[config.mk]
export PLATFORM = sky130hd
export DESIGN_NAME = epc_ram
export DESIGN_NICKNAME = d
export VERILOG_FILES = /design/src/design/epc_ram.sv
export SDC_FILE = /design/constraint.sdc
export NUM_CORES = 1
export LEC_CHECK = 0
export BUFFER_PORTS_ARGS = -buffer_cell sky130_fd_sc_hd__buf_2
export CAP_MARGIN = 20
export CORE_ASPECT_RATIO = 1.25
export CORE_MARGIN = 8
export CORE_UTILIZATION = 54
export CTS_CLUSTER_SIZE = 30
export DETAILED_ROUTE_END_ITERATION = 6
export PLACE_DENSITY_LB_ADDON = 0.1
export SLEW_MARGIN = 25
export SYNTH_ARGS = -nofsm -noshare
export SYNTH_HDL_FRONTEND = slang
export SYNTH_SLANG_ARGS = --single-unit
[constraint.sdc]
create_clock -name clk -period 3.2 [get_ports clk]
set_input_delay 0.64 -clock clk [delete_from_list [all_inputs] [get_ports clk]]
set_output_delay 0.64 -clock clk [all_outputs]
set_load 0.02 [all_outputs]
[src/design/epc_ram.sv]
module epc_ram #(
  parameter int WIDTH = 32,
  parameter int DEPTH = 8
) (
  input  logic                     clk,
  input  logic                     wr_en,
  input  logic [$clog2(DEPTH)-1:0] wr_addr,
  input  logic [WIDTH-1:0]         wr_data,
  input  logic                     rd_en,
  input  logic [$clog2(DEPTH)-1:0] rd_addr,
  output logic [WIDTH-1:0]         rd_data
);

  logic [WIDTH-1:0] mem [DEPTH];
  logic [WIDTH-1:0] rd_data_r;

  always_ff @(posedge clk) begin
    if (wr_en) begin
      mem[wr_addr] <= wr_data;
    end
    if (rd_en) begin
      rd_data_r <= mem[rd_addr];
    end
  end

  assign rd_data = rd_data_r;

endmodule

==> metrics.md <==
| Metric | Value |
|---|---|
| Status | finished clean |
| Vias | between 4000 and 5000 |
| Seq pwr share | 0.552 |
| N_diodes | 0 |
| Die ar. | around 25000 um^2 |
| First-pass GRT wire length | between 20 and 30 mm |
| Global-route usage over all layers | 0.160 |
| Sw power | 0.00155 W |
| Pin count of the biggest net entering global routing | 65 |
| Post-synthesis sequential area ratio | 0.802 |
| Number of buffers and inverters on the critical path | 2 |
| Comb power frac | 0.055 |
| Worst EP required | about 3.5 ns |
| Number of port buffers | 72 |
| Number of buffers created by CTS | 28 |
| 1st-iter DRT viols | ~200 |
| Syn Inst Count | 415 |
| Worst Hold Class | in2reg |
| Worst setup path class | in2reg |
| Syn_area_per_cell | ~26 um^2 |
| H-tree levels | 1 |
| Placer Congestion | roughly 0.67 |
| Vias in the first global route | 5023 |
| Synth-to-Final Area Change | 16.0% |
| Leakage power | approximately 4.2 nW |
| WL per Instance | between 20 and 25 um |
| Power Internal | 0.00632 W |
| RSZ-0062 raised after global routing | no |
| CORE AREA | around 20000 um^2 |
| Gr ovfl total | 0 |
| Synth Net Count | 456 |
| Setup crit start kind | input pin |
| Max capacitance violation total | 0 |
| Setup TNS | 0 ns |
| Final period util | 0.602 |
| Commonest non-fill, non-tap cells in the layout | 288 x edfxtp_1, 71 x buf_2, 40 x mux4_1, 32 x mux2_2, 29 x clkbuf_16 |
| Post-DRT Antenna Nets | 0 |
| Max Clk Rate | roughly 520 MHz |
| Detailed Route WL | around 19 mm |
| # clock sinks | between 200 and 300 |
| Slew headroom | 0.330 |
| Worst vdd ir | roughly 0.44 mV |
| # DRC | 0 |
| Setup bufs post-CTS | 0 |
| Post-Syn Area | 10800 um^2 |
| CTS max path bufs | 3 |
| Max-slew violation count | 0 |
| Final Critical Period | between 1.5 and 2 ns |
| Final Hold Viols | 0 |
| CTS tree | done |
| Crit path DAT | about 2.2 ns |
| DR vias/cell | 5.66 |
| Crit path max fanout | 25 |
| CP max stage cell | mux4_1 |
| Crit end category | flip-flop |
| Post-synthesis register bit count | between 200 and 300 |
| Total Power | slightly below 0.008 W |
| Sw Ratio | 0.197 |
| Cts hold-fix bufs | 0 |
| Starting density of the core | 0.542 |
| Cell Pwr Density | about 630 nW/um^2 |
| Worst-Margin Slew | 1.00 ns |
| Yosys cell types | 12 |
| Max incr delay on CP | just under 0.6 ns |
| CP Cell Sequence | buf_4, buf_4, mux4_1, mux2_2 |
| Commonest non-fill, non-tap cell in the layout | edfxtp_1 |
| CTS Root Cell | clkbuf_16 |
| Nets | 559 |
| Layout Skew | 0.00810 ns |
| Final Setup Violations | 0 |
| Clk pwr share | 0.393 |
| Crit path max-delay family | multiplexers |
| Ys Warns | 0 |
| Chip width | roughly 140 um |
| IO Count | 73 |
| Share of cells above drive strength 1 | 0.355 |
| DR pass1 iterations | 4 |
| Clock Latency Late Sink | 0.52 ns |
| Die height | between 150 and 200 um |
| Resized cells post-CTS | 0 |
| CP most frequent cell | buf_4 |
| # rows | 58 |
| DPL Wire Length | around 11 mm |
| Worst-path clk slew | 0.06 ns |
| Antenna violations before repair | 1 |
synthesized netlist by cell type:
| library cell | instances | area, um^2 |
|---|---|---|
| nand2b_1 | 3 | 18.8 |
| buf_1 | 4 | 15.0 |
| buf_2 | 6 | 30.0 |
| nor2_1 | 6 | 22.5 |
| mux2_2 | 32 | 360 |
| mux4_2 | 24 | 541 |
| nand2_1 | 2 | 7.51 |
| edfxtp_1 | 288 | 8650 |
| nor3_1 | 2 | 10.0 |
| clkbuf_1 | 1 | 3.75 |
| mux4_1 | 40 | 1050 |
| buf_6 | 7 | 78.8 |
stage by stage:
step	cell area, um^2	hold WS (ns)	worst slack, ns	util	instances
2_1_floorplan	10800	0.716	0.570	-	415
3_3_place_gp	11600	0.723	0.740	0.586	758
3_5_place_dp	11600	0.738	0.712	0.586	758
4_1_cts	12500	0.361	1.27	0.629	808
5_1_grt	12500	0.374	1.21	0.629	808
6_report	12500	0.381	1.27	0.629	808
power groups by stage:
stage | clock, W | combinational, W | sequential (W)
floorplan | 0 | 0.000216 | 0.00446
global placement | 0 | 0.000431 | 0.00441
detailed placement | 0 | 0.000441 | 0.00442
CTS | 0.00316 | 0.000443 | 0.00434
global route | 0.00329 | 0.000466 | 0.00435
finish | 0.00309 | 0.000433 | 0.00434
routing by layer:
metal | GRT usage | vias up | routed length [um]
li1 | - | 2022 | -
met1 | 0.203 | 2398 | 7740
met2 | 0.277 | 123 | 10200
met3 | 0.0296 | 28 | 1150
met4 | 0.0426 | 2 | 298
met5 | 0 | - | 13
worst register-to-register path: cells and delay by family (launching register included):
family,cells,cell delay [ns]
flip-flops,1,0.37
multiplexers,2,0.82
worst paths after layout:
path                      end  slack [ns]  cells past startpoint        start
setup / recovery  rd_data[24]        1.27                      4   rd_addr[0]
hold / removal     mem[4][19]        0.38                      1  wr_data[19]
setup reg to reg   rd_data[9]        1.75                      2    mem[2][9]
hold reg to reg   rd_data[25]        0.75                      2   mem[2][25]
sequential cells by signal, summed over array words and instances (netlist names):
name     count
mem        256
rd_data     32
cell type report:
class                   instances  area (um^2)
repair buffers                 91          581
clock inverters                13          114
fillers                      1397         7370
flip-flops and latches        288         8650
clock buffers                  37          756
well taps                     270          338
multi-input cells             109         2080
kinds of logic after synthesis:
group,count (synthesis),share of synthesized area
mux,96,0.181
buf+inv,18,0.0118
simple gates,13,0.00545
flops,288,0.802
(Power assumes the default switching activity.)
