## src/design/epc_pkg.sv

```systemverilog
package epc_pkg;

  localparam int MAX_PORTS = 8;
  localparam int MAX_ACTIVE = (MAX_PORTS < 8) ? MAX_PORTS : 8;
  localparam int PORT_W = $clog2(MAX_PORTS);
  localparam int CNT_W = $clog2(MAX_PORTS + 1);

  localparam int NCNT = 8;
  localparam int CTR_W = 32;
  localparam int ROW_W = NCNT * CTR_W;

  localparam int C_ALL = 0;
  localparam int C_IP4 = 1;
  localparam int C_IP6 = 2;
  localparam int C_ARP = 3;
  localparam int C_ICMP = 4;
  localparam int C_TCP = 5;
  localparam int C_UDP = 6;
  localparam int C_BYTES = 7;

  localparam logic [15:0] ETH_HDR = 16'd14;
  localparam logic [15:0] IP4_MIN = 16'd34;
  localparam logic [15:0] IP6_MIN = 16'd54;

  localparam logic [15:0] ETYPE_IPV4 = 16'h0800;
  localparam logic [15:0] ETYPE_IPV6 = 16'h86DD;
  localparam logic [15:0] ETYPE_ARP = 16'h0806;

  localparam logic [7:0] PROTO_ICMP = 8'd1;
  localparam logic [7:0] PROTO_ICMPV6 = 8'd58;
  localparam logic [7:0] PROTO_TCP = 8'd6;
  localparam logic [7:0] PROTO_UDP = 8'd17;

  // 8 * sum > 1024 * kbps is sum > kbps * 128.
  localparam int ALERT_SHIFT = $clog2(1024 / 8);

  typedef enum logic [1:0] {
    OP_PACKET = 2'd0,
    OP_TICK = 2'd1,
    OP_READ = 2'd2,
    OP_CLEAR = 2'd3
  } op_t;

  typedef enum logic [1:0] {
    REG_PORTS = 2'd0,
    REG_ALERT = 2'd1,
    REG_DURATION = 2'd2
  } reg_idx_t;

  typedef enum logic [2:0] {
    ST_IDLE,
    ST_PKT,
    ST_SUM_RD,
    ST_SUM_ACC,
    ST_WALK_RD,
    ST_WALK_OUT
  } state_t;

  typedef logic [NCNT-1:0][CTR_W-1:0] cnt_row_t;

  typedef struct packed {
    logic ip4;
    logic ip6;
    logic arp;
    logic icmp;
    logic tcp;
    logic udp;
  } pkt_inc_t;

  typedef struct packed {
    logic [2:0] port;
    cnt_row_t cnt;
    logic alert;
    logic done;
    logic last;
  } result_t;

endpackage

```

## src/design/epc_classify.sv

```systemverilog
module epc_classify (
  input  logic [15:0]       captured_length,
  input  logic [15:0]       frame_ethertype,
  input  logic [7:0]        ipv4_protocol,
  input  logic [7:0]        ipv6_next_header,
  output epc_pkg::pkt_inc_t inc
);
  import epc_pkg::*;

  logic       l4_ok;
  logic [7:0] proto;
  logic [7:0] icmp_code;

  always_comb begin
    inc = '0;
    inc.ip4 = (frame_ethertype == ETYPE_IPV4);
    inc.ip6 = (frame_ethertype == ETYPE_IPV6);
    inc.arp = (frame_ethertype == ETYPE_ARP);
    l4_ok = (inc.ip4 && captured_length >= IP4_MIN) ||
            (inc.ip6 && captured_length >= IP6_MIN);
    proto = inc.ip4 ? ipv4_protocol : ipv6_next_header;
    icmp_code = inc.ip4 ? PROTO_ICMP : PROTO_ICMPV6;
    inc.icmp = l4_ok && (proto == icmp_code);
    inc.tcp = l4_ok && (proto == PROTO_TCP);
    inc.udp = l4_ok && (proto == PROTO_UDP);
  end

endmodule

```

## config.mk

```make
export PLATFORM = sky130hd
export DESIGN_NAME = epc_classify
export DESIGN_NICKNAME = d
export VERILOG_FILES = /design/src/design/epc_pkg.sv /design/src/design/epc_classify.sv
export SDC_FILE = /design/constraint.sdc
export NUM_CORES = 1
export LEC_CHECK = 0
export BUFFER_PORTS_ARGS = -buffer_cell sky130_fd_sc_hd__buf_2
export CORE_AREA = 4 4 41 43
export DETAILED_ROUTE_END_ITERATION = 8
export DIE_AREA = 0 0 45 47
export GPL_ROUTABILITY_DRIVEN = 0
export PLACE_DENSITY = 0.76
export SYNTH_ARGS = -nofsm -noshare
export SYNTH_HDL_FRONTEND = slang
export SYNTH_SLANG_ARGS = --single-unit
```

## constraint.sdc

```tcl
create_clock -name vclk -period 2.7
set_input_delay 0.27 -clock vclk [all_inputs]
set_output_delay 0.27 -clock vclk [all_outputs]
set_load 0.03 [all_outputs]
```

==> flow_summary_export.csv <==
group,metric,value,unit
outcome,status,"finished clean",
layout,nFlopsAndLatches,0,
setup_path,cp-end-kind,"primary output",
power_and_ir_drop,comb_power_share,100.0,%
layout,area_growth,104,%
timing,rsz0062_at_grt,"no",
logic_synthesis,syn_inst,43,
logic_synthesis,yosys.area.top_type,"nor4_1",
placed_design,dp_cells,111,
setup_path,critical_path_class,"in2out",
logic_synthesis,synth.distinct_cells,19,
drt,ant_nets,0,
logic_synthesis,syn_nets,91,
timing,fin_crit,1.96,ns
power_and_ir_drop,switching_share,39.1,%
setup_path,critPathMaxFanout,4,
drt,wl,1.20,mm
die,fp-row-count,13,
timing,setup_tns,0,ns
global_route,grt_use_total,10.9,%
setup_path,startpoint_type,"primary input",
setup_path,cp_common_cell,"buf_2",
logic_synthesis,syn_area,273,um^2
layout,antennaDiodeCount,0,
global_route,grt_pass1_wl,1.84,mm
timing,fin_crit_sh,72.7,%
power_and_ir_drop,power.switching,0.0195,mW
layout,layout_commonest_cell,"buf_2",
timing,slew_viol_final,0,
logic_synthesis,synthTopCellsByArea,"nor4_1 11%, nand4b_1 9.6%, nor4b_1 9.6%",
global_route,antenna_found_initial,0,
global_route,grt_max_degree,5,
setup_path,arrival,1.69,ns
layout,clkbuf_count,0,
power_and_ir_drop,p_leak,0.278,nW
power_and_ir_drop,p_seq_share,0,%
logic_synthesis,yosysSeqAreaShare,0,%
setup_path,path_cells,"buf_2, nor4_1, nand4b_1, or2_4, o32ai_1, buf_2",
clock_tree,hold_buffers,0,
timing,hold_ws,0.900,ns
setup_path,crit_family,"simple AND/OR/NAND/NOR gates",
placed_design,dp_hpwl,1.14,mm
logic_synthesis,syn_area_per_cell,6.34,um^2
drt,remaining_drc_errors,0,
hold_path,hold_class,"in2out",
power_and_ir_drop,max-vdd-ir-drop,0.0000393,V
drt,num_vias,554,
setup_path,worstPathRequired,2.43,ns
layout,nets,146,
drt,post_drt_via_cell_ratio,4.99,
timing,worstMarginPinSlew,0.458,ns
layout,drive_gt1_share,56.3,%
layout,utilization,42.8,%
layout,final_cells,111,
timing,finalHoldViolations,0,
setup_path,path_depth,6,
timing,finalSetupViolations,0,
drt,wire_per_inst,10.8,um
placed_design,port_buffers,53,
layout,regArea,0,um^2
drt,drt-pass1-iter-count,2,
setup_path,worst-path-buf-inv,2,
setup_path,crit_slowest_cell,"or2_4",
timing,max_freq,510,MHz
layout,final_cell_mix,"53 x buf_2, 6 x nor2_1, 5 x nor4_1",
hold_path,whs_endpoint,"inc[3]",
global_route,gr-total-overflow,0,
setup_path,max_stage_delay,0.31,ns
timing,relSlewSlack,69.0,%
die,coreArea,0.00130,mm^2
flow_run,maxCapViolCount,0,
logic_synthesis,yosysWarnings,0,
die,dieArea,0.00212,mm^2
power_and_ir_drop,power.density,89.8,mW/mm^2
hold_path,hold_depth,4,
drt,drt_iter0_drc,4,
clock_tree,cts_resized,0,
clock_tree,cts_setup_buffers,0,
die,die_h,47,um
hold_path,hold_start,"frame_ethertype[1]",
global_route,grt_pass1_vias,486,
die,io_pins,54,
die,initial_core_util,21.0,%
power_and_ir_drop,intPower,0.0304,mW
die,die_w,45,um
logic_synthesis,yosysTopAreaCellShare,11.5,%
power_and_ir_drop,clkPwrFrac,0,%
## metrics by stage
stage               setup slack [ns]  power [mW]  instance area [um^2]
finish                         0.737      0.0500                   557
global route                   0.681      0.0564                   557
CTS                            0.755      0.0503                   557
global placement               0.764      0.0485                   557
floorplan                      0.609      0.0109                   273
detailed placement             0.756      0.0501                   557
## final cells by class
type / instances / area, um^2
inverters: 2 / 7.51
multi-input cells: 41 / 265
fillers: 157 / 744
well taps: 15 / 18.8
repair buffers: 53 / 265
## logic make-up after synthesis
logic type      count (synthesis)  synth area share (%)
compound gates                  8                  22.9
buf+inv                         2                  2.75
simple gates                   33                  74.3
## tightest hold or removal path, delay by kind of cell
family                 cells  cell delay [ns]
and+or+nand+nor            2             0.08
buffers and inverters      2             0.27
## cell usage after synthesis
| library cell | count |
|---|---|
| nand4b_1 | 3 |
| nor4_1 | 5 |
| nor3_1 | 2 |
| and3_1 | 1 |
| or2_4 | 1 |
| nor2_1 | 6 |
| inv_1 | 2 |
| and2_1 | 1 |
| a21oi_1 | 1 |
| o41ai_1 | 1 |
| o32ai_1 | 3 |
| o21ai_0 | 1 |
| nand3b_1 | 1 |
| nand4_1 | 4 |
| or4bb_1 | 1 |
| o2111ai_1 | 2 |
| nand2_1 | 3 |
| nand3_1 | 2 |
| nor4b_1 | 3 |
## worst max path at each step
stage	startpoint	end	slack, ns
after CTS	frame_ethertype[0]	inc[2]	0.76
after global routing	frame_ethertype[0]	inc[0]	0.68
after detailed placement	frame_ethertype[0]	inc[2]	0.76
final	frame_ethertype[0]	inc[2]	0.74
after global placement	frame_ethertype[0]	inc[2]	0.76
after floorplan	frame_ethertype[0]	inc[0]	0.61
## layer usage
| layer | wire, um | track usage, % | up-vias |
|---|---|---|---|
| met4 | 0 | 0 | 0 |
| met3 | 126 | 0 | 0 |
| li1 | - | - | 293 |
| met5 | 0 | 0 | - |
| met2 | 555 | 20.1 | 28 |
| met1 | 515 | 15.1 | 233 |
## power groups by stage
stage | Sequential [mW] | Combinational, mW | Clock, mW
2_1_floorplan | 0 | 0.0109 | 0
3_3_place_gp | 0 | 0.0485 | 0
3_5_place_dp | 0 | 0.0501 | 0
4_1_cts | 0 | 0.0503 | 0
5_1_grt | 0 | 0.0564 | 0
6_report | 0 | 0.0500 | 0
(Power assumes the default switching activity.)
